## src/sv/r2fft_pkg.sv

```systemverilog
package r2fft_pkg;

	localparam int VAL_BITS = 23;
	localparam int TW_BITS = 17;
	localparam int LOG2_BITS = 3;
	localparam logic signed [VAL_BITS-1:0] VAL_MAX = 23'sh3FFFFF;
	localparam logic signed [VAL_BITS-1:0] VAL_MIN = 23'sh400000;

	typedef enum logic [3:0] {
		ST_LOAD  = 4'b0001,
		ST_READ  = 4'b0010,
		ST_CALC  = 4'b0100,
		ST_EMIT  = 4'b1000
	} state_t;

	typedef struct packed {
		logic       load_wr;
		logic       bf_rd;
		logic       bf_calc;
		logic       out_rd;
		logic [5:0] rd_a;
		logic [5:0] rd_b;
		logic [5:0] tw_m;
	} cmd_t;

	function automatic logic signed [TW_BITS-1:0] cos_q(input logic [4:0] m);
		logic signed [TW_BITS-1:0] r;
		case (m)
			5'd0: r = 17'sd32768;
			5'd1: r = 17'sd32610;
			5'd2: r = 17'sd32138;
			5'd3: r = 17'sd31357;
			5'd4: r = 17'sd30274;
			5'd5: r = 17'sd28899;
			5'd6: r = 17'sd27246;
			5'd7: r = 17'sd25330;
			5'd8: r = 17'sd23170;
			5'd9: r = 17'sd20788;
			5'd10: r = 17'sd18205;
			5'd11: r = 17'sd15447;
			5'd12: r = 17'sd12540;
			5'd13: r = 17'sd9512;
			5'd14: r = 17'sd6393;
			5'd15: r = 17'sd3212;
			default: r = 17'sd0;
		endcase
		return r;
	endfunction

	function automatic logic signed [TW_BITS-1:0] cos64(input logic [5:0] m);
		logic signed [TW_BITS-1:0] r;
		if (m <= 6'd16) r = cos_q(m[4:0]);
		else if (m <= 6'd32) r = -cos_q(5'(7'd32 - 7'(m)));
		else if (m <= 6'd48) r = -cos_q(5'(m - 6'd32));
		else r = cos_q(5'(7'd64 - 7'(m)));
		return r;
	endfunction

	function automatic logic signed [VAL_BITS-1:0] sat(input logic signed [VAL_BITS+1:0] v);
		logic signed [VAL_BITS-1:0] r;
		if (v > 25'(VAL_MAX)) r = VAL_MAX;
		else if (v < 25'(VAL_MIN)) r = VAL_MIN;
		else r = v[VAL_BITS-1:0];
		return r;
	endfunction

endpackage

```

## src/sv/r2fft_ctrl.sv

```systemverilog
module r2fft_ctrl (
	input  logic             clk,
	input  logic             arst_n,
	input  logic             cfg_we,
	input  logic [2:0]       cfg_data,
	input  logic             in_beat,
	input  logic             out_free,
	output r2fft_pkg::cmd_t  cmd,
	output logic [5:0]       load_addr,
	output logic             in_ready,
	output logic             out_last
);
	r2fft_pkg::state_t state_q;
	logic [2:0] log2_q;
	logic [2:0] lg;
	logic [6:0] cnt_q;
	logic [2:0] stage_q;
	logic [4:0] bf_q;
	logic [6:0] n;
	logic [5:0] half, j, a, base;

	always_comb begin
		lg = log2_q;
		if (lg == 3'd0) lg = 3'd1;
		if (lg == 3'd7) lg = 3'd6;
	end
	assign n = 7'd1 << lg;

	always_comb begin
		load_addr = '0;
		for (int i = 0; i < 6; i++)
			if (i < int'(lg)) load_addr[i] = cnt_q[int'(lg) - 1 - i];
	end

	always_comb begin
		half = 6'd1 << (stage_q - 3'd1);
		j = 6'(bf_q) & (half - 6'd1);
		base = (6'(bf_q) & ~(half - 6'd1)) << 1;
		a = base | j;
	end

	assign in_ready = state_q == r2fft_pkg::ST_LOAD;

	always_comb begin
		cmd = '0;
		cmd.load_wr = in_beat;
		cmd.rd_a = (state_q == r2fft_pkg::ST_EMIT) ? cnt_q[5:0] : a;
		cmd.rd_b = a + half;
		cmd.tw_m = j << (3'd6 - stage_q);
		cmd.bf_rd = state_q == r2fft_pkg::ST_READ;
		cmd.bf_calc = state_q == r2fft_pkg::ST_CALC;
		cmd.out_rd = state_q == r2fft_pkg::ST_EMIT && out_free;
	end
	assign out_last = cnt_q == n - 7'd1;

	always_ff @(posedge clk or negedge arst_n) begin
		if (!arst_n) begin
			state_q <= r2fft_pkg::ST_LOAD;
			log2_q <= 3'd6;
			cnt_q <= '0;
			stage_q <= 3'd1;
			bf_q <= '0;
		end else if (cfg_we) begin
			log2_q <= cfg_data;
			cnt_q <= '0;
		end else begin
			unique case (state_q)
				r2fft_pkg::ST_LOAD: if (in_beat) begin
					if (cnt_q == n - 7'd1) begin
						cnt_q <= '0;
						stage_q <= 3'd1;
						bf_q <= '0;
						state_q <= r2fft_pkg::ST_READ;
					end else cnt_q <= cnt_q + 7'd1;
				end
				r2fft_pkg::ST_READ: state_q <= r2fft_pkg::ST_CALC;
				r2fft_pkg::ST_CALC: begin
					state_q <= r2fft_pkg::ST_READ;
					if (7'(bf_q) == (n >> 1) - 7'd1) begin
						bf_q <= '0;
						if (stage_q == lg) state_q <= r2fft_pkg::ST_EMIT;
						else stage_q <= stage_q + 3'd1;
					end else bf_q <= bf_q + 5'd1;
				end
				r2fft_pkg::ST_EMIT: if (out_free) begin
					if (cnt_q == n - 7'd1) begin
						cnt_q <= '0;
						state_q <= r2fft_pkg::ST_LOAD;
					end else cnt_q <= cnt_q + 7'd1;
				end
				default: state_q <= r2fft_pkg::ST_LOAD;
			endcase
		end
	end

	assert property (@(posedge clk) disable iff (!arst_n) $onehot(state_q))
		else $error("state not one-hot");
	assert property (@(posedge clk) disable iff (!arst_n) in_beat |-> in_ready)
		else $error("beat outside load");
	assert property (@(posedge clk) disable iff (!arst_n)
		state_q == r2fft_pkg::ST_CALC |-> $past(state_q) == r2fft_pkg::ST_READ)
		else $error("calc without read");
endmodule

```

## config.mk

```make
export PLATFORM = sky130hd
export DESIGN_NAME = r2fft_ctrl
export DESIGN_NICKNAME = d
export VERILOG_FILES = /design/src/sv/r2fft_pkg.sv /design/src/sv/r2fft_ctrl.sv
export SDC_FILE = /design/constraint.sdc
export NUM_CORES = 1
export LEC_CHECK = 0
export BUFFER_PORTS_ARGS = -buffer_cell sky130_fd_sc_hd__buf_2
export CAP_MARGIN = 20
export CORE_MARGIN = 5
export CORE_UTILIZATION = 40
export DETAILED_ROUTE_END_ITERATION = 10
export PLACE_DENSITY = 0.61
export SKIP_CTS_REPAIR_TIMING = 1
export SYNTH_ARGS = -nofsm -noshare
export SYNTH_HDL_FRONTEND = slang
export SYNTH_SLANG_ARGS = --single-unit
```

## constraint.sdc

```tcl
create_clock -name clk -period 3.75 [get_ports clk]
set_input_delay 0.375 -clock clk [delete_from_list [all_inputs] [get_ports clk]]
set_output_delay 0.375 -clock clk [all_outputs]
set_load 0.01 [all_outputs]
```

==> impl_metrics.env, run 1 <==
export IMPL_synth_flop_cell="dfrtp_1"
export IMPL_relSlewSlack_pct=35.8
export IMPL_drt_wirelength_per_cell_um=15.6
export IMPL_pin_count=38
export IMPL_ys_types=59
export IMPL_ys_warn_count=0
export IMPL_hold_viol=0
export IMPL_gp_congestion=0.859
export IMPL_syn_cell_area_um2=2530
export IMPL_clock_latency_ps=270
export IMPL_pre_cts_ws_ps=290
export IMPL_ys_seq_area_share_pct=21.9
export IMPL_place_area_um2=2770
export IMPL_hold_path_class="in2async"
export IMPL_setup_tns_ps=0
export IMPL_critPathLaunchType="flop"
export IMPL_synth_edf_count=0
export IMPL_syn_instance_count=321
export IMPL_area_growth_pct=13.9
export IMPL_maxCapViolCount=0
export IMPL_power_mw=1.06
export IMPL_port_buffers=37
export IMPL_post_dp_hpwl_um=4970
export IMPL_clock_skew_ps=3.60
export IMPL_cts_tree="yes"
export IMPL_core_region_area_um2=6240
export IMPL_worst_pin_slew_ps=951
export IMPL_numClockSinks=22
export IMPL_final_cell_mix="buf_2 (37), nand2_1 (35), nor2_1 (29)"
export IMPL_dieArea_um2=8030
export IMPL_n_antenna_cell=0
export IMPL_h_tree_depth=1
export IMPL_endpoint_kind="output port"
export IMPL_via_count=2361
export IMPL_grt_pass1_wl_um=10700
export IMPL_clockBufferDepth=2
export IMPL_initialDrtViolationCount=129
export IMPL_setup_violations_final=0
export IMPL_ys_ff_latch=22
export IMPL_required_ps=3380
export IMPL_irDropWorstVdd_mv=0.231
export IMPL_die_h_um=89.6
export IMPL_synth_avg_cell_area_um2=7.90
export IMPL_routed_wl_um=6620
export IMPL_grt_usage_pct=16.7
export IMPL_fin_area_um2=2890
export IMPL_start_util_pct=40.6
export IMPL_arrival_ps=3230
export IMPL_setup_ws_ps=141
export IMPL_synthArstFlopShare_pct=100
export IMPL_postRouteAntennaNets=0
export IMPL_drc=0
export IMPL_period_share_pct=96.3
export IMPL_slew_violations=0
export IMPL_antenna_found_initial=0
export IMPL_drt_first_pass_iters=4
export IMPL_grt_max_degree=23
export IMPL_drive_above_1_share_pct=22.1
export IMPL_fin_crit_ps=3610
export IMPL_num_rows=29
export IMPL_powerDensity_nw_per_um2=368
export IMPL_grt_ovfl_total=0
export IMPL_synth_nets=346
export IMPL_final_common_cell="buf_2"
export IMPL_vias_per_cell=5.56
export IMPL_worstSetupPathType="reg2out"
export IMPL_crit_fanout=10
export IMPL_clock_fmax_ghz=0.277
export IMPL_status="finished clean"
export IMPL_final_util_pct=46.3
export IMPL_clock_root_buffer="clkbuf_8"
export IMPL_leakage_nw=1.31
export IMPL_cts_buffers=3
export IMPL_grt_pass1_vias=2200
export IMPL_num_nets_final=374
export IMPL_clk_pin_slew_ps=90
export IMPL_dieWidth_um=89.6
-- critical path, cell delays in order, from the launching register on --
cell      delay (ps)
dfstp_2          570
buf_4            190
ha_1             310
nand2_1          150
ha_1             260
a21boi_0         150
or3_1            390
nand2_1           90
ha_1             260
inv_1             70
o21bai_1          80
a21oi_1          170
xnor2_1          130
buf_2            140
-- cells in the mapped netlist, types with 6 or more instances --
master     n  area share (%)
dfrtp_1   18              18
xor2_1     9             3.1
nand3b_1   6             1.8
nand2b_1   6             1.5
xnor2_1   13             4.5
buf_2      6             1.2
nand3_1    9             1.8
nand2_1   35             5.2
and2_1     9             2.2
a21oi_1   15             3.0
nor2b_1    6             1.5
nor2_1    29             4.3
clkbuf_1  13             1.9
mux2i_1   12             4.7
mux2_2     7             3.1
ha_1      16             7.9
inv_1     14             2.1
o21ai_0   12             2.4
-- cell families after synthesis --
group | Yosys count | share of synthesized area, %
AND/OR/NAND/NOR | 126 | 25.9
XOR/XNOR | 22 | 7.60
AO/OA/AOI/OAI | 75 | 20.8
multiplexers | 20 | 8.74
flip-flops | 22 | 21.9
buffers and inverters | 37 | 6.07
adder cells (fa/ha/maj) | 17 | 8.69
other | 2 | 0.296
-- flip-flops by register name (all words and copies together), names as in the netlist --
register / count
state_q: 4
log2_q: 3
cnt_q: 7
stage_q: 3
bf_q: 5
-- metrics by stage --
step | std cells | hold WS, ps
after floorplan | 321 | 79.4
after global placement | 419 | 382
after detailed placement | 419 | 382
after CTS | 423 | 85.9
after global routing | 425 | 116
final | 425 | 71.6
-- where the power goes --
group / leakage (nW) / total (mW) / switching (mW) / internal [mW]
combinational: 0.985 / 0.523 / 0.289 / 0.234
clock: 0.0357 / 0.226 / 0.0836 / 0.143
sequential: 0.286 / 0.313 / 0.0466 / 0.267
-- per-layer routing --
| metal | share of wire (%) | track usage [%] | vias up |
|---|---|---|---|
| li1 | - | - | 1182 |
| met1 | 48 | 24.0 | 1149 |
| met2 | 50 | 27.7 | 26 |
| met3 | 2.2 | 2.19 | 4 |
| met4 | 0.29 | 1.62 | 0 |
| met5 | 0 | 0 | - |
-- path summary, 6_finish.rpt --
path / end / slack (ps) / from / depth (start not counted)
worst min-delay path: cnt_q[4] / 70 / arst_n / 1
worst max-delay path: cmd[11] / 140 / stage_q[0] / 13
max in group asynchronous: log2_q[2] / 3310 / arst_n / 1
worst max register to register: stage_q[2] / 610 / log2_q[2] / 9
min in group clk: log2_q[0] / 330 / cfg_data[0] / 2
worst min register to register: state_q[0] / 600 / state_q[0] / 1
-- cell type report --
type	count	area [um^2]
timing repair buffer	46	253
multi-input combinational	262	1850
fill	635	3350
clock buffer	3	41.3
inverter	14	56.3
clock inverter	1	30.0
sequential	22	556
tap	77	96.3
(Power assumes the default switching activity.)
==> run 2: changes to the inputs <==
--- a/config.mk
+++ b/config.mk
@@ -7,10 +7,12 @@
 export LEC_CHECK = 0
 export BUFFER_PORTS_ARGS = -buffer_cell sky130_fd_sc_hd__buf_2
 export CAP_MARGIN = 20
+export CELL_PAD_IN_SITES_DETAIL_PLACEMENT = 1
+export CELL_PAD_IN_SITES_GLOBAL_PLACEMENT = 1
 export CORE_MARGIN = 5
-export CORE_UTILIZATION = 40
+export CORE_UTILIZATION = 39
 export DETAILED_ROUTE_END_ITERATION = 10
-export PLACE_DENSITY = 0.61
+export PLACE_DENSITY = 0.77
 export SKIP_CTS_REPAIR_TIMING = 1
 export SYNTH_ARGS = -nofsm -noshare
 export SYNTH_HDL_FRONTEND = slang
==> impl_metrics.env, run 2 (same netlist as run 1, synthesis figures left out) <==
export IMPL_fin_crit_ps=3570
export IMPL_drive_above_1_share_pct=22.5
export IMPL_final_cell_mix="buf_2 (37), nand2_1 (34), nor2_1 (29)"
export IMPL_irDropWorstVdd_mv=0.167
export IMPL_relSlewSlack_pct=30.5
export IMPL_switching_share_pct=41.9
export IMPL_num_nets_final=372
export IMPL_fin_area_um2=2860
export IMPL_num_rows=29
export IMPL_clock_latency_ps=270
export IMPL_dieArea_um2=8210
export IMPL_arrival_ps=3190
export IMPL_initialDrtViolationCount=109
export IMPL_grt_pass1_wl_um=12300
export IMPL_core_region_area_um2=6350
export IMPL_hold_path_class="in2async"
export IMPL_status="finished clean"
export IMPL_leakage_nw=1.29
export IMPL_gp_congestion=0.858
export IMPL_clockBufferDepth=2
export IMPL_clock_fmax_ghz=0.280
export IMPL_cpPeakStageDelay_ps=540
export IMPL_period_share_pct=95.1
export IMPL_die_h_um=90.6
export IMPL_postRouteAntennaNets=0
export IMPL_dp_cells=418
export IMPL_vias_per_cell=5.64
export IMPL_drt_first_pass_iters=4
export IMPL_area_growth_pct=12.7
export IMPL_grt_usage_pct=17.6
export IMPL_grt_ovfl_total=0
export IMPL_combPwrFrac_pct=51.5
export IMPL_cp_top_family="adder cells"
export IMPL_instances_no_fill=423
export IMPL_worst_pin_slew_ps=1030
export IMPL_p_clk_share_pct=17.7
export IMPL_grt_pass1_vias=2488
export IMPL_worstSetupPathType="reg2out"
export IMPL_final_common_cell="buf_2"
export IMPL_required_ps=3380
export IMPL_clock_skew_ps=1.98
export IMPL_reg2reg_depth=9
export IMPL_n_antenna_cell=0
export IMPL_setup_violations_final=0
export IMPL_hold_viol=0
export IMPL_critPathSlowestCell="dfstp_2"
export IMPL_worstPathCellList="inv_1 > ha_1 > xnor2_2 > nand2_1 > ha_2 > a21boi_0 > or3_1 > nand2_1 > ha_1 > inv_1 > o21bai_1 > a21oi_2 > xnor2_1 > buf_2"
export IMPL_cp_depth=14
export IMPL_grt_max_degree=23
export IMPL_h_tree_depth=1
export IMPL_drt_wirelength_per_cell_um=17.3
export IMPL_cts_tree="yes"
export IMPL_critPathLaunchType="flop"
export IMPL_top_register="cnt_q"
export IMPL_clock_root_buffer="clkbuf_8"
export IMPL_num_fill_cells=782
export IMPL_post_dp_hpwl_um=5660
export IMPL_powerDensity_nw_per_um2=354
export IMPL_clk_pin_slew_ps=90
export IMPL_critPathBufInv=3
export IMPL_place_area_um2=2760
export IMPL_routed_wl_um=7320
export IMPL_pin_count=38
export IMPL_endpoint_kind="output port"
export IMPL_reg_top3="cnt_q (7), bf_q (5), state_q (4)"
export IMPL_cts_buffers=3
export IMPL_start_util_pct=39.9
export IMPL_r2r_start="log2_q[2]"
export IMPL_antenna_found_initial=0
export IMPL_maxCapViolCount=0
export IMPL_numClockSinks=22
export IMPL_dieWidth_um=90.6
export IMPL_drc=0
export IMPL_p_switching_mw=0.423
export IMPL_crit_fanout=6
export IMPL_p_seq_share_pct=30.9
export IMPL_via_count=2386
export IMPL_p_int_mw=0.587
export IMPL_slew_violations=0
export IMPL_port_buffers=37
export IMPL_r2r_end="bf_q[4]"
export IMPL_largest_reg_flops=7
export IMPL_r2r_slack_ps=600
-- run 2: through the flow --
step | TNS, ps | worst slack (ps) | total power, mW | hold WS, ps | util, %
detailed placement | 0 | 141 | 0.823 | 384 | 43.5
global route | -55.0 | -34.4 | 1.08 | 114 | 45.0
floorplan | 0 | 142 | 0.668 | 79.4 | -
finish | 0 | 182 | 1.01 | 75.5 | 45.0
global placement | 0 | 330 | 0.807 | 387 | 43.5
CTS | -167 | -157 | 1.00 | 91.5 | 44.3
-- run 2: cell type report --
cell class,count,area (um^2),area share [%]
sequential,22,557,19.5
clock buffer,4,55.1,1.93
multi-input combinational,262,1860,65.0
timing repair buffer,44,238,8.32
tap,77,96.3,3.37
inverter,14,52.6,1.84
-- run 2: worst max path at each step --
stage               start       to  slack [ps]
2_1_floorplan  stage_q[0]  cmd[11]         140
3_3_place_gp   stage_q[1]  cmd[11]         330
3_5_place_dp   stage_q[1]  cmd[11]         140
4_1_cts        stage_q[1]  cmd[11]        -160
5_1_grt        stage_q[0]  cmd[11]         -30
6_report       stage_q[0]  cmd[11]         180
-- run 2: power groups by stage --
stage	combinational, mW	clock [mW]	sequential (mW)
2_1_floorplan	0.371	0	0.296
3_3_place_gp	0.493	0	0.313
5_1_grt	0.569	0.193	0.317
3_5_place_dp	0.506	0	0.317
6_report	0.520	0.178	0.312
4_1_cts	0.509	0.183	0.313
-- run 2: layer usage --
layer  part of all wire, %  vias up  track usage, %
met5                     0        -               0
met4                  0.77        0            2.48
met3                   1.6        4            2.17
met2                    51       19            30.9
met1                    47     1185            23.4
li1                      -     1178               -
==> run 3: changes to the inputs <==
--- a/config.mk
+++ b/config.mk
@@ -5,14 +5,15 @@
 export SDC_FILE = /design/constraint.sdc
 export NUM_CORES = 1
 export LEC_CHECK = 0
-export BUFFER_PORTS_ARGS = -buffer_cell sky130_fd_sc_hd__buf_2
+export ABC_AREA = 1
 export CAP_MARGIN = 20
 export CELL_PAD_IN_SITES_DETAIL_PLACEMENT = 1
 export CELL_PAD_IN_SITES_GLOBAL_PLACEMENT = 1
 export CORE_MARGIN = 5
-export CORE_UTILIZATION = 39
+export CORE_UTILIZATION = 40
 export DETAILED_ROUTE_END_ITERATION = 10
-export PLACE_DENSITY = 0.77
+export DONT_BUFFER_PORTS = 1
+export PLACE_DENSITY = 0.74
 export SKIP_CTS_REPAIR_TIMING = 1
 export SYNTH_ARGS = -nofsm -noshare
 export SYNTH_HDL_FRONTEND = slang
==> impl_metrics.env, run 3 <==
export IMPL_grt_usage_pct=19.2
export IMPL_endpoint_kind="output port"
export IMPL_pin_count=38
export IMPL_port_buffers=0
export IMPL_cts_tree="yes"
export IMPL_drt_wirelength_per_cell_um=16.3
export IMPL_clock_fmax_ghz=0.284
export IMPL_powerDensity_nw_per_um2=563
export IMPL_ys_ff_latch=22
export IMPL_core_region_area_um2=6460
export IMPL_hold_viol=0
export IMPL_ys_seq_area_share_pct=20.7
export IMPL_period_share_pct=93.7
export IMPL_dieArea_um2=8460
export IMPL_synthArstFlopShare_pct=100
export IMPL_netlist_area_leader_share_pct=17.4
export IMPL_gp_congestion=0.855
export IMPL_maxCapViolCount=0
export IMPL_setup_violations_final=0
export IMPL_fin_area_um2=2840
export IMPL_num_nets_final=442
export IMPL_grt_max_degree=23
export IMPL_irDropWorstVdd_mv=0.361
export IMPL_setup_tns_ps=0
export IMPL_combPwrFrac_pct=65.8
export IMPL_r2r_start="log2_q[1]"
export IMPL_grt_pass1_wl_um=13300
export IMPL_start_util_pct=41.6
export IMPL_worstSetupPathType="reg2out"
export IMPL_place_area_um2=2710
export IMPL_clock_root_buffer="clkbuf_8"
export IMPL_leakage_nw=1.41
export IMPL_synth_top_family_by_area="simple AND/OR/NAND/NOR gates"
export IMPL_antenna_found_initial=0
export IMPL_yosysMostFrequentCell="nand2_1"
export IMPL_p_seq_share_pct=23.3
export IMPL_synthSimpleGateAreaFrac_pct=43.0
export IMPL_reg_top3="cnt_q (7), bf_q (5), state_q (4)"
export IMPL_arrival_ps=3140
export IMPL_postRouteAntennaNets=0
export IMPL_switching_share_pct=55.3
export IMPL_worstPathCellList="clkinvlp_4 > ha_1 > inv_1 > nand2_1 > nand2_2 > nor2_4 > inv_1 > ha_1 > nand2_1 > nand2_1 > nand4_1 > o21ai_1 > ha_1 > a21oi_1 > nand2_1 > xnor2_1 > xnor2_1 > inv_1"
export IMPL_cts_buffers=3
export IMPL_clock_latency_ps=270
export IMPL_relSlewSlack_pct=59.4
export IMPL_dieWidth_um=92.0
export IMPL_post_dp_hpwl_um=6550
export IMPL_synth_flop_cell="dfrtp_1"
export IMPL_required_ps=3380
export IMPL_ys_warn_count=0
export IMPL_synth_area_leader_cell="nand2_1"
export IMPL_via_count=2661
export IMPL_slew_violations=0
export IMPL_routed_wl_um=8030
export IMPL_initialDrtViolationCount=90
export IMPL_critPathLaunchType="flop"
export IMPL_crit_fanout=4
export IMPL_fin_crit_ps=3520
export IMPL_cpPeakStageDelay_ps=560
export IMPL_synth_xor_area_share_pct=4.23
export IMPL_grt_ovfl_total=0
export IMPL_hold_path_class="in2reg"
export IMPL_grt_pass1_vias=2646
export IMPL_synthAdderAreaFrac_pct=8.19
export IMPL_p_clk_share_pct=10.9
export IMPL_clock_skew_ps=5.37
export IMPL_synth_common_cells="nand2_1 (125), inv_1 (46), nand3_1 (35), nor2_1 (29), dfrtp_1 (18)"
export IMPL_cp_startpoint="stage_q[0]"
export IMPL_final_common_cell="nand2_1"
export IMPL_n_antenna_cell=0
export IMPL_ys_types=44
export IMPL_vias_per_cell=5.40
export IMPL_h_tree_depth=1
export IMPL_largest_reg_flops=7
export IMPL_synth_nets=443
export IMPL_die_h_um=92.0
export IMPL_critPathSlowestCell="dfstp_2"
export IMPL_top_register="cnt_q"
export IMPL_power_mw=1.60
export IMPL_synth_edf_count=0
export IMPL_synth_mux_area_share_pct=0
export IMPL_clk_pin_slew_ps=80
export IMPL_num_rows=29
export IMPL_p_switching_mw=0.886
export IMPL_status="finished clean"
export IMPL_numClockSinks=22
export IMPL_syn_cell_area_um2=2690
export IMPL_syn_instance_count=418
export IMPL_drc=0
export IMPL_holdWs_ps=175
export IMPL_crit_top_cell="nand2_1"
export IMPL_synthTopCellsByArea="nand2_1 (17%), dfrtp_1 (17%), ha_1 (7.4%)"
export IMPL_drt_first_pass_iters=4
export IMPL_synth_compound_area_share_pct=12.4
export IMPL_area_growth_pct=5.77
export IMPL_clockBufferDepth=2
export IMPL_final_cell_mix="nand2_1 (122), inv_1 (45), nand3_1 (35)"
export IMPL_drive_above_1_share_pct=15.9
export IMPL_p_int_mw=0.716
export IMPL_min_from="cfg_we"
export IMPL_synth_avg_cell_area_um2=6.43
export IMPL_worst_pin_slew_ps=606
run 3: cell types whose count changed after synthesis, moves of 11 or more:
cell	change
nand3_1	+26
inv_2	+12
mux2i_1	-12
xnor2_1	-11
o21ai_1	+12
inv_1	+32
nand2_1	+90
run 3: area by class of cell:
cell class / instances / area, um^2
clock buffers: 4 / 55.1
repair buffers: 5 / 52.6
flip-flops and latches: 22 / 557
inverters: 59 / 225
well taps: 77 / 96.3
multi-input cells: 326 / 1860
fillers: 857 / 3610
run 3: per-layer routing:
layer / share of wire, % / wire length [um] / global-route usage, %
met5: 0 / 0 / 0
met4: 0.73 / 59 / 3.34
met3: 2.9 / 237 / 2.21
met2: 46 / 3720 / 32.1
met1: 50 / 4020 / 27.2
run 3: path summary, 6_finish.rpt:
| path | to | slack, ps | depth (start not counted) |
|---|---|---|---|
| setup / recovery | cmd[11] | 230 | 18 |
| hold / removal | log2_q[1] | 180 | 1 |
| setup reg to reg | stage_q[1] | 1110 | 16 |
| hold reg to reg | state_q[0] | 490 | 2 |
| max in group asynchronous | stage_q[0] | 2980 | 2 |
| min in group asynchronous | state_q[2] | 540 | 2 |
run 3: logic make-up after synthesis:
family | Yosys count
AOI/OAI and AO/OA | 59
adders and majority gates | 17
buffers and inverters | 70
and+or+nand+nor | 235
other | 2
xor gates and xnor gates | 13
DFF | 22
run 3: metrics by stage:
stage,instances,setup slack (ps),utilization [%]
6_report,493,235,44.0
5_1_grt,493,-28.8,44.0
4_1_cts,489,7.57,42.8
3_5_place_dp,485,305,42.0
3_3_place_gp,485,434,42.0
2_1_floorplan,418,619,-
run 3: power groups by stage:
stage          logic, mW  clock network (mW)  registers (mW)
4_1_cts             1.01               0.179           0.370
5_1_grt             1.18               0.187           0.383
3_3_place_gp       0.979                   0           0.370
3_5_place_dp        1.01                   0           0.374
2_1_floorplan      0.816                   0           0.343
6_report            1.05               0.174           0.374
run 3: critical path, delay by kind of cell (launching register included):
family,cells,cell delay (ps)
compound gates,2,290
xor+xnor,2,300
fa+ha+maj,3,720
buf+inv,4,360
flops,1,560
simple gates,7,620
